==> src/design/adq_pkg.sv <==
// ----------------------------------------------------------------------------
// adq_pkg: shared types and constants for the array deque
// Sizes, command codes, status codes and the item structs on both channels.
// ----------------------------------------------------------------------------
package adq_pkg;

	localparam int DEPTH      = 128;
	localparam int DATA_WIDTH = 32;
	localparam int IDX_W      = (DEPTH > 1) ? $clog2(DEPTH) : 1;

	// fixed field widths of the channels
	localparam int CMD_W = 3;
	localparam int VAL_W = 32;
	localparam int STS_W = 2;
	localparam int CNT_W = 8;

	localparam logic [IDX_W-1:0] IDX_ZERO = '0;
	localparam logic [IDX_W-1:0] IDX_ONE  = IDX_W'(1);
	localparam logic [IDX_W-1:0] LAST_IDX = IDX_W'(DEPTH - 1);

	// command queue between front and back
	localparam int CQ_DEPTH = 2;
	localparam int CQ_PTR_W = $clog2(CQ_DEPTH);
	localparam int CQ_CNT_W = $clog2(CQ_DEPTH + 1);

	typedef enum logic [CMD_W-1:0] {
		OP_PUSH_FRONT = 3'd0,
		OP_PUSH_BACK  = 3'd1,
		OP_POP_FRONT  = 3'd2,
		OP_POP_BACK   = 3'd3,
		OP_CLEAR      = 3'd4,
		OP_REVERSE    = 3'd5,
		OP_QUERY      = 3'd6
	} op_t;

	typedef enum logic [STS_W-1:0] {
		ST_OK        = 2'd0,
		ST_OVERFLOW  = 2'd1,
		ST_UNDERFLOW = 2'd2
	} status_t;

	typedef struct packed {
		logic [CMD_W-1:0]        cmd;
		logic signed [VAL_W-1:0] push_value;
	} in_item_t;

	typedef struct packed {
		logic [STS_W-1:0]        status;
		logic signed [VAL_W-1:0] front_value;
		logic signed [VAL_W-1:0] back_value;
		logic [CNT_W-1:0]        count;
		logic                    is_empty;
	} out_item_t;

	typedef struct packed {
		op_t                   op;
		logic [DATA_WIDTH-1:0] value;
	} cmd_entry_t;

	// head of the command queue as seen by the back part
	typedef struct packed {
		logic       valid;
		cmd_entry_t entry;
	} cq_head_t;

endpackage

==> src/design/adq_front.sv <==
// ----------------------------------------------------------------------------
// adq_front: command intake
// Decodes incoming items and holds them in a two-entry queue for the back.
// ----------------------------------------------------------------------------
module adq_front (
	input  logic               clk,
	input  logic               arst_n,
	input  logic               req_valid,
	output logic               req_stall,
	input  adq_pkg::in_item_t  req,
	output adq_pkg::cq_head_t  cq,
	input  logic               cq_take
);

	import adq_pkg::*;

	cmd_entry_t          fifo_q [CQ_DEPTH];
	logic [CQ_PTR_W-1:0] wr_ptr_q;
	logic [CQ_PTR_W-1:0] rd_ptr_q;
	logic [CQ_CNT_W-1:0] fill_q;
	cmd_entry_t          dec;
	logic                push;
	logic                pop;

	// unused code 7 behaves as a query
	always_comb begin
		case (req.cmd)
			OP_PUSH_FRONT, OP_PUSH_BACK, OP_POP_FRONT, OP_POP_BACK,
			OP_CLEAR, OP_REVERSE, OP_QUERY: dec.op = op_t'(req.cmd);
			default:                        dec.op = OP_QUERY;
		endcase
		dec.value = DATA_WIDTH'(unsigned'(req.push_value));
	end

	assign req_stall = (fill_q == CQ_CNT_W'(CQ_DEPTH));
	assign push      = req_valid && !req_stall;
	assign pop       = cq_take && cq.valid;

	assign cq.valid = (fill_q != '0);
	assign cq.entry = fifo_q[rd_ptr_q];

	always_ff @(posedge clk) begin
		if (push) begin
			fifo_q[wr_ptr_q] <= dec;
		end
	end

	always_ff @(posedge clk or negedge arst_n) begin
		if (!arst_n) begin
			wr_ptr_q <= '0;
			rd_ptr_q <= '0;
			fill_q   <= '0;
		end else begin
			if (push) begin
				wr_ptr_q <= wr_ptr_q + 1'b1;
			end
			if (pop) begin
				rd_ptr_q <= rd_ptr_q + 1'b1;
			end
			case ({push, pop})
				2'b10:   fill_q <= fill_q + 1'b1;
				2'b01:   fill_q <= fill_q - 1'b1;
				default: fill_q <= fill_q;
			endcase
		end
	end

endmodule

==> config.mk <==
export PLATFORM = sky130hd
export DESIGN_NAME = adq_front
export DESIGN_NICKNAME = d
export VERILOG_FILES = /design/src/design/adq_pkg.sv /design/src/design/adq_front.sv
export SDC_FILE = /design/constraint.sdc
export NUM_CORES = 1
export LEC_CHECK = 0
export BUFFER_PORTS_ARGS = -buffer_cell sky130_fd_sc_hd__buf_2
export CAP_MARGIN = 25
export CELL_PAD_IN_SITES_DETAIL_PLACEMENT = 0
export CELL_PAD_IN_SITES_GLOBAL_PLACEMENT = 1
export CORE_MARGIN = 2
export CORE_UTILIZATION = 39
export CTS_CLUSTER_SIZE = 16
export DETAILED_ROUTE_END_ITERATION = 6
export PLACE_DENSITY = 0.8
export SKIP_LAST_GASP = 1
export SLEW_MARGIN = 20
export SYNTH_ARGS = -nofsm -noshare
export SYNTH_HDL_FRONTEND = slang
export SYNTH_SLANG_ARGS = --single-unit
==> constraint.sdc <==
create_clock -name clk -period 2.5 [get_ports clk]
set_clock_uncertainty 0.1 [all_clocks]
set_input_delay 0.5 -clock clk [delete_from_list [all_inputs] [get_ports clk]]
set_output_delay 0.5 -clock clk [all_outputs]
set_load 0.1 [all_outputs]
# After elaboration in Yosys (flattened, before gate mapping)
# Memories as Yosys holds them, arrays and structs flattened.
# Cells that the tools add are included.
[totals]
reg_bits = 4
ramBits = 70
inputBits = 39
output_inout_bits = 37
wordCells = 28
mem_count = 1
[memory_table]
columns = ["name", "words", "width", "read_ports", "rd_ports_with_merged_regs", "write_ports", "line", "source"]
rows = [
  ["fifo_q", 2, 35, 1, 0, 1, "adq_front.sv:17", "cmd_entry_t fifo_q [CQ_DEPTH];"],
]
[op_classes]
n_addsub = 4
eq_ne = 9
mux = 4
n_reduce_logical = 7
[ops]
columns = ["operator", "n"]
rows = [
  ["$eq A3 B3 Y1 const B", 3],
  ["$reduce_or A7 Y1", 1],
  ["$eq A3 B2 Y1 const B", 2],
  ["$eq A2 B2 Y1 const B", 2],
  ["$pmux W2 S2", 1],
  ["$reduce_bool A2 Y1", 2],
  ["$eq A3 B1 Y1 const B", 1],
  ["$logic_not A3 Y1", 1],
  ["$mux W3", 1],
  ["$add A1 B1 Y1 const B", 2],
  ["$add A2 B1 Y2 const B", 1],
  ["$eq A2 B1 Y1 const B", 1],
  ["$logic_and A1 B1 Y1", 2],
  ["$mux W1", 2],
  ["$sub A2 B1 Y2 const B", 1],
  ["$logic_not A1 Y1", 1],
]

# Logic depth before layout (Yosys ltp)
# Gate-level depths: netlist of the first run.
[logic_depth]
word_depth = 5
ltp_mapped = 6
ltp_nobuf = 6

# Least setup slack after synthesis of the first run
# OpenSTA, ideal clock, no wires.
[synth_path]
path_kind = "register to register"
start = "register fill_q[0]"
end = "memory fifo_q[0][0] (netlist name), enable pin"
setup_ns = 0.427
arrival_ns = 2.108
required_time_ns = 1.973
path_slack_ns = -0.135
path_stages_with_launch = 4
path_buffers = 0
synth_period_minus_slack_ns = 2.635
path_cell_list = "dfrtp_1 -> nand2b_1 -> nand2_1 -> nor2_1"
[synth_via]
elab_chain_len = 5
[synth_rtl]
columns = ["item", "line", "source"]
rows = [
  ["start, declared", "adq_front.sv:20", "logic [CQ_CNT_W-1:0] fill_q;"],
  ["start signal, assigned", "adq_front.sv:61", "2'b10: fill_q <= fill_q + 1'b1;"],
  ["start signal, assigned", "adq_front.sv:62", "2'b01: fill_q <= fill_q - 1'b1;"],
  ["start signal, assigned", "adq_front.sv:63", "default: fill_q <= fill_q;"],
  ["$eq A2 B2 Y1", "adq_front.sv:35", "assign req_stall = (fill_q == CQ_CNT_W'(CQ_DEPTH));"],
  ["$logic_not A1 Y1", "adq_front.sv:36", "assign push = req_valid && !req_stall;"],
  ["$logic_and A1 B1 Y1", "adq_front.sv:36", ""],
  ["$mux W1", "adq_front.sv:43", "if (push) begin"],
  ["$mux W1 (not written as such)", "adq_front.sv:44", "fifo_q[wr_ptr_q] <= dec;"],
  ["end, declared", "adq_front.sv:17", ""],
]
# No other way between the ends.

==> results_dict.tcl, run 1 <==
set metrics [dict create \
    status "completed" \
    synth_area_mm2 0.00276 \
    timing.final.crit_share 0.902 \
    wirelength_um 4620 \
    hp-class "primary input to register" \
    root_buffer "clkbuf_8" \
    startpoint_type "register" \
    syn_inst 130 \
    cts_buffers 9 \
    synth_nets 170 \
    htreeDepth 3 \
    cts_setup_buffers 0 \
    grt_pass1_vias 1450 \
    yosysUniqueCellTypes 17 \
    timing.fmax_ghz 0.443 \
    synth-seq-cells 74 \
    ant_nets 0 \
    worstSetupPathType "register to primary output" \
    vias 1406 \
    hold_viol_final 0 \
    critPathTopFamily "buffers and inverters" \
    avgSynthCellArea_um2 21.3 \
    layout-drive-gt1-share 0.600 \
    grt_pass1_wl_um 7040 \
    die_h_um 88.2 \
    cts_num_sinks 74 \
    arrival_ns 1.65 \
    yosysWarningCount 0 \
    core_area_mm2 0.00683 \
    fillers 532 \
    max_stage_delay_ns 0.42 \
    grt_overflow 0 \
    slew_viol_final 0 \
    cap_violations 0 \
    crit_chain "buf_4 -> mux2_2 -> buf_12" \
    cpMaxStageDelayCell "mux2_2" \
    drcViolationCount 0 \
    crit_required_ns 1.90 \
    cts_tree "yes" \
    fp-row-count 30 \
    worst_pin_slew_ns 0.487 \
    die-width_um 88.2 \
    antenna_found_initial 0 \
    place_hpwl_um 3170 \
    crit_fanout 28 \
    grt_max_degree 29 \
    io_buffers 75 \
    nets 255 \
    num_io_pins 76 \
    clk_latency_ns 0.34 \
    gp_congestion 0.669 \
    wl_per_cell_um 14.6 \
    initial_core_util 0.404 \
    insertedDiodeCount 0 \
    dr.pass1.iters 4 \
    grt_use_total 0.127 \
    crit_buf_inv 2 \
    cts.path.max_buffers 2 \
    finalSetupTns_ns 0 \
    die_area_mm2 0.00777 \
    rsz0062_at_grt "false" \
    setup_viol 0 \
    final.min_clock_period_ns 2.25 \
    syn_to_final_growth_pct 44.7 \
    yosysSeqAreaShare 0.797 \
    clkTransAtPathRegs_ns 0.08 \
    viasPerCell 4.45 \
    slew_headroom 0.678 \
    first_iter_violations 59 \
    end_kind "primary output" \
]
## flip-flops by register name, summed over array words and instances (netlist names)
signal and count:
wr_ptr_q 1, fifo_q 70, rd_ptr_q 1, fill_q 2
## layer usage
metal / up-vias / global-route usage / wire length (µm)
met5: - / 0 / 0
met4: 0 / 0.0537 / 61
met3: 7 / 0.0556 / 428
met2: 61 / 0.202 / 2220
met1: 670 / 0.151 / 1900
li1: 668 / - / -
## Yosys cell counts
master,count,area [µm²]
buf_6,4,45.0
nand2_1,1,3.75
edfxtp_1,70,2100
xor2_1,2,17.5
xnor2_1,3,26.3
or2_1,1,6.26
ha_1,1,12.5
nand2b_1,1,6.26
clkbuf_1,2,7.51
a21boi_0,1,7.51
nor2_1,2,7.51
inv_1,1,3.75
mux2_2,33,372
and2_4,1,8.76
dfrtp_1,4,100
mux2_4,2,30.0
and3_1,1,6.26
## path summary, 6_finish.rpt
kind	from	endpoint	slack, ns	cells past startpoint
worst max-delay path	rd_ptr_q	cq[9]	0.25	3
worst min register to register	fill_q[1]	fill_q[1]	0.40	1
min in group asynchronous	arst_n	wr_ptr_q	0.39	2
worst max register to register	fill_q[0]	fifo_q[0][32]	0.78	4
worst min-delay path	req[15]	fifo_q[1][15]	0.24	1
max in group asynchronous	arst_n	rd_ptr_q	1.79	2
## cells by family (layout without fill, tap and decap cells)
logic type,Yosys count,after routing,share of synthesized area
buffers and inverters,7,97,0.0204
AOI/OAI and AO/OA,1,1,0.00272
muxes,35,35,0.145
DFF,74,74,0.797
and+or+nand+nor,7,7,0.0140
xor gates and xnor gates,5,5,0.0159
adders and majority gates,1,1,0.00453
## stage by stage
step	instances	hold WS [ns]	area (µm²)	utilization	worst slack (ns)
floorplan	130	0.104	2770	-	0.417
global placement	299	0.212	3790	0.555	0.595
CTS	316	0.223	4000	0.585	0.210
finish	316	0.243	4000	0.585	0.245
detailed placement	299	0.215	3790	0.555	0.596
global route	316	0.219	4000	0.585	0.161
## placed cells by master (no fill, tap or decap), types with 2 or more instances in the layout
cell,Yosys,final
edfxtp_1,70,70
dfrtp_1,4,4
xnor2_1,3,3
clkbuf_8,0,9
buf_12,0,37
buf_4,0,2
mux2_2,33,33
clkinvlp_4,0,3
buf_2,0,40
xor2_1,2,2
mux2_4,2,2
## final cells by class
class / instances / area (µm²) / area share
clock buffers: 9 / 124 / 0.0310
multi-input cells: 49 / 513 / 0.128
repair buffers: 80 / 966 / 0.242
well taps: 96 / 120 / 0.0300
inverters: 1 / 3.75 / 0.000939
clock inverters: 7 / 70.1 / 0.0175
flip-flops and latches: 74 / 2200 / 0.551
## what timing repair did
action,CTS,global route
hold buffers,1,0
gates resized for setup,0,0
endpoints found under the hold margin,4,0
Power of run 1 is left out: the tool's default activity adds up to more than one toggle a clock period on the data nets, which glitch-free logic cannot reach.
==> inputs of run 2 (changes only) <==
- CELL_PAD_IN_SITES_DETAIL_PLACEMENT: 0 -> 2
- CELL_PAD_IN_SITES_GLOBAL_PLACEMENT: 1 -> 2
- CORE_UTILIZATION: 39 -> 34
- SLEW_MARGIN: 20 -> 15
==> run 2 against run 1 <==
Sequential cell count did not move. Worst hold slack improved by 0.015 ns. Design area rose by 0.38%. First-iteration DRC count fell by 24%. Critical path type unchanged. Largest cell class unchanged.
==> results_dict.tcl, run 2 (synthesis gave the netlist of run 1 again) <==
set metrics [dict create \
    htreeDepth 3 \
    max_stage_delay_ns 0.42 \
    insertedDiodeCount 0 \
    die_h_um 94.1 \
    finalSetupTns_ns 0 \
    grt_pass1_wl_um 9790 \
    cts.path.max_buffers 2 \
    cts_buffers 9 \
    grt_pass1_vias 1712 \
    routed-wl-met2_um 3300 \
    fp-row-count 32 \
    drt-met1-wl_um 2680 \
    final.min_clock_period_ns 2.21 \
    cts_num_sinks 74 \
    fillers 681 \
    die-width_um 94.1 \
    cpMaxStageDelayCell "mux2_2" \
    hold_buffers 1 \
    gp_congestion 0.649 \
    timing.final.crit_share 0.885 \
    startpoint_type "register" \
    vias 1465 \
    placed_area_mm2 0.00380 \
    regMostFlops "fifo_q" \
    viasPerCell 4.56 \
    arrival_ns 1.61 \
    layout_commonest_cell "edfxtp_1" \
    first_iter_violations 45 \
    clkTransAtPathRegs_ns 0.07 \
    cts_setup_buffers 0 \
    place_inst 306 \
    status "completed" \
    fin_cells 321 \
    wl_per_cell_um 19.7 \
    end_kind "primary output" \
    worst_pin_slew_ns 0.489 \
    grt_max_degree 24 \
    hold_start "req[14]" \
    dr.pass1.iters 3 \
    largest_reg_flops 70 \
    cp-startpoint "rd_ptr_q" \
    hp-class "primary input to register" \
    slew_viol_final 0 \
    setup_viol 0 \
    top_regs "fifo_q (70), fill_q (2)" \
    cts_tree "yes" \
    r2r-start "fill_q[0]" \
    layout-drive-gt1-share 0.607 \
    slew_headroom 0.676 \
    die_area_mm2 0.00886 \
    antenna_found_initial 0 \
    nets 256 \
    io_buffers 75 \
    root_buffer "clkbuf_8" \
    most-common-layout-cells "70 x edfxtp_1, 40 x buf_2, 36 x buf_12" \
    crit_chain "buf_4 -> mux2_2 -> buf_12" \
    clk_latency_ns 0.33 \
    final_area_mm2 0.00401 \
    rsz0062_at_grt "false" \
    core_area_mm2 0.00781 \
    initial_core_util 0.354 \
    syn_to_final_growth_pct 45.3 \
    timing.fmax_ghz 0.452 \
    cap_violations 0 \
    ant_nets 0 \
    drcViolationCount 0 \
    route.top_layer_used "met4" \
    hold_viol_final 0 \
    crit_fanout 23 \
    grt_overflow 0 \
    worstSetupPathType "register to primary output" \
    crit_required_ns 1.90 \
    grt_use_total 0.156 \
    place_hpwl_um 4640 \
    cts_resized 0 \
    num_io_pins 76 \
    wl_met3_um 300 \
    wirelength_um 6340 \
]
-- run 2: stage by stage --
step / setup WS [ns] / util / hold slack (ns)
after floorplan: 0.417 / - / 0.104
after global placement: 0.649 / 0.487 / 0.215
after detailed placement: 0.632 / 0.487 / 0.224
after CTS: 0.245 / 0.514 / 0.236
after global routing: 0.203 / 0.514 / 0.244
final: 0.288 / 0.514 / 0.257
-- run 2: critical path, delay by kind of cell (launching register included) --
kind / cells / cell delay (ns)
muxes: 1 / 0.42
DFF: 1 / 0.37
buffers and inverters: 2 / 0.48
-- run 2: worst paths after layout --
kind,end,slack (ns),cells past startpoint
max in group asynchronous,rd_ptr_q,1.74,2
hold / removal,fifo_q[1][14],0.26,1
setup reg to reg,fill_q[1],0.82,5
setup / recovery,cq[19],0.29,3
hold reg to reg,fill_q[1],0.42,1
min in group asynchronous,wr_ptr_q,0.42,2
-- run 2: layout make-up --
type | count | area [µm²] | area share
clock buffers | 9 | 124 | 0.0309
clock inverters | 5 | 81.3 | 0.0203
inverters | 1 | 3.75 | 0.000935
multi-input cells | 49 | 513 | 0.128
flip-flops and latches | 74 | 2200 | 0.549
well taps | 102 | 128 | 0.0318
repair buffers | 81 | 961 | 0.239
-- run 2: metal layers --
metal  vias up  global-route usage
met3         4              0.0329
li1        666                   -
met4         0              0.0580
met1       740               0.195
met5         -                   0
met2        55               0.265
Power of run 2 is left out for the same reason.
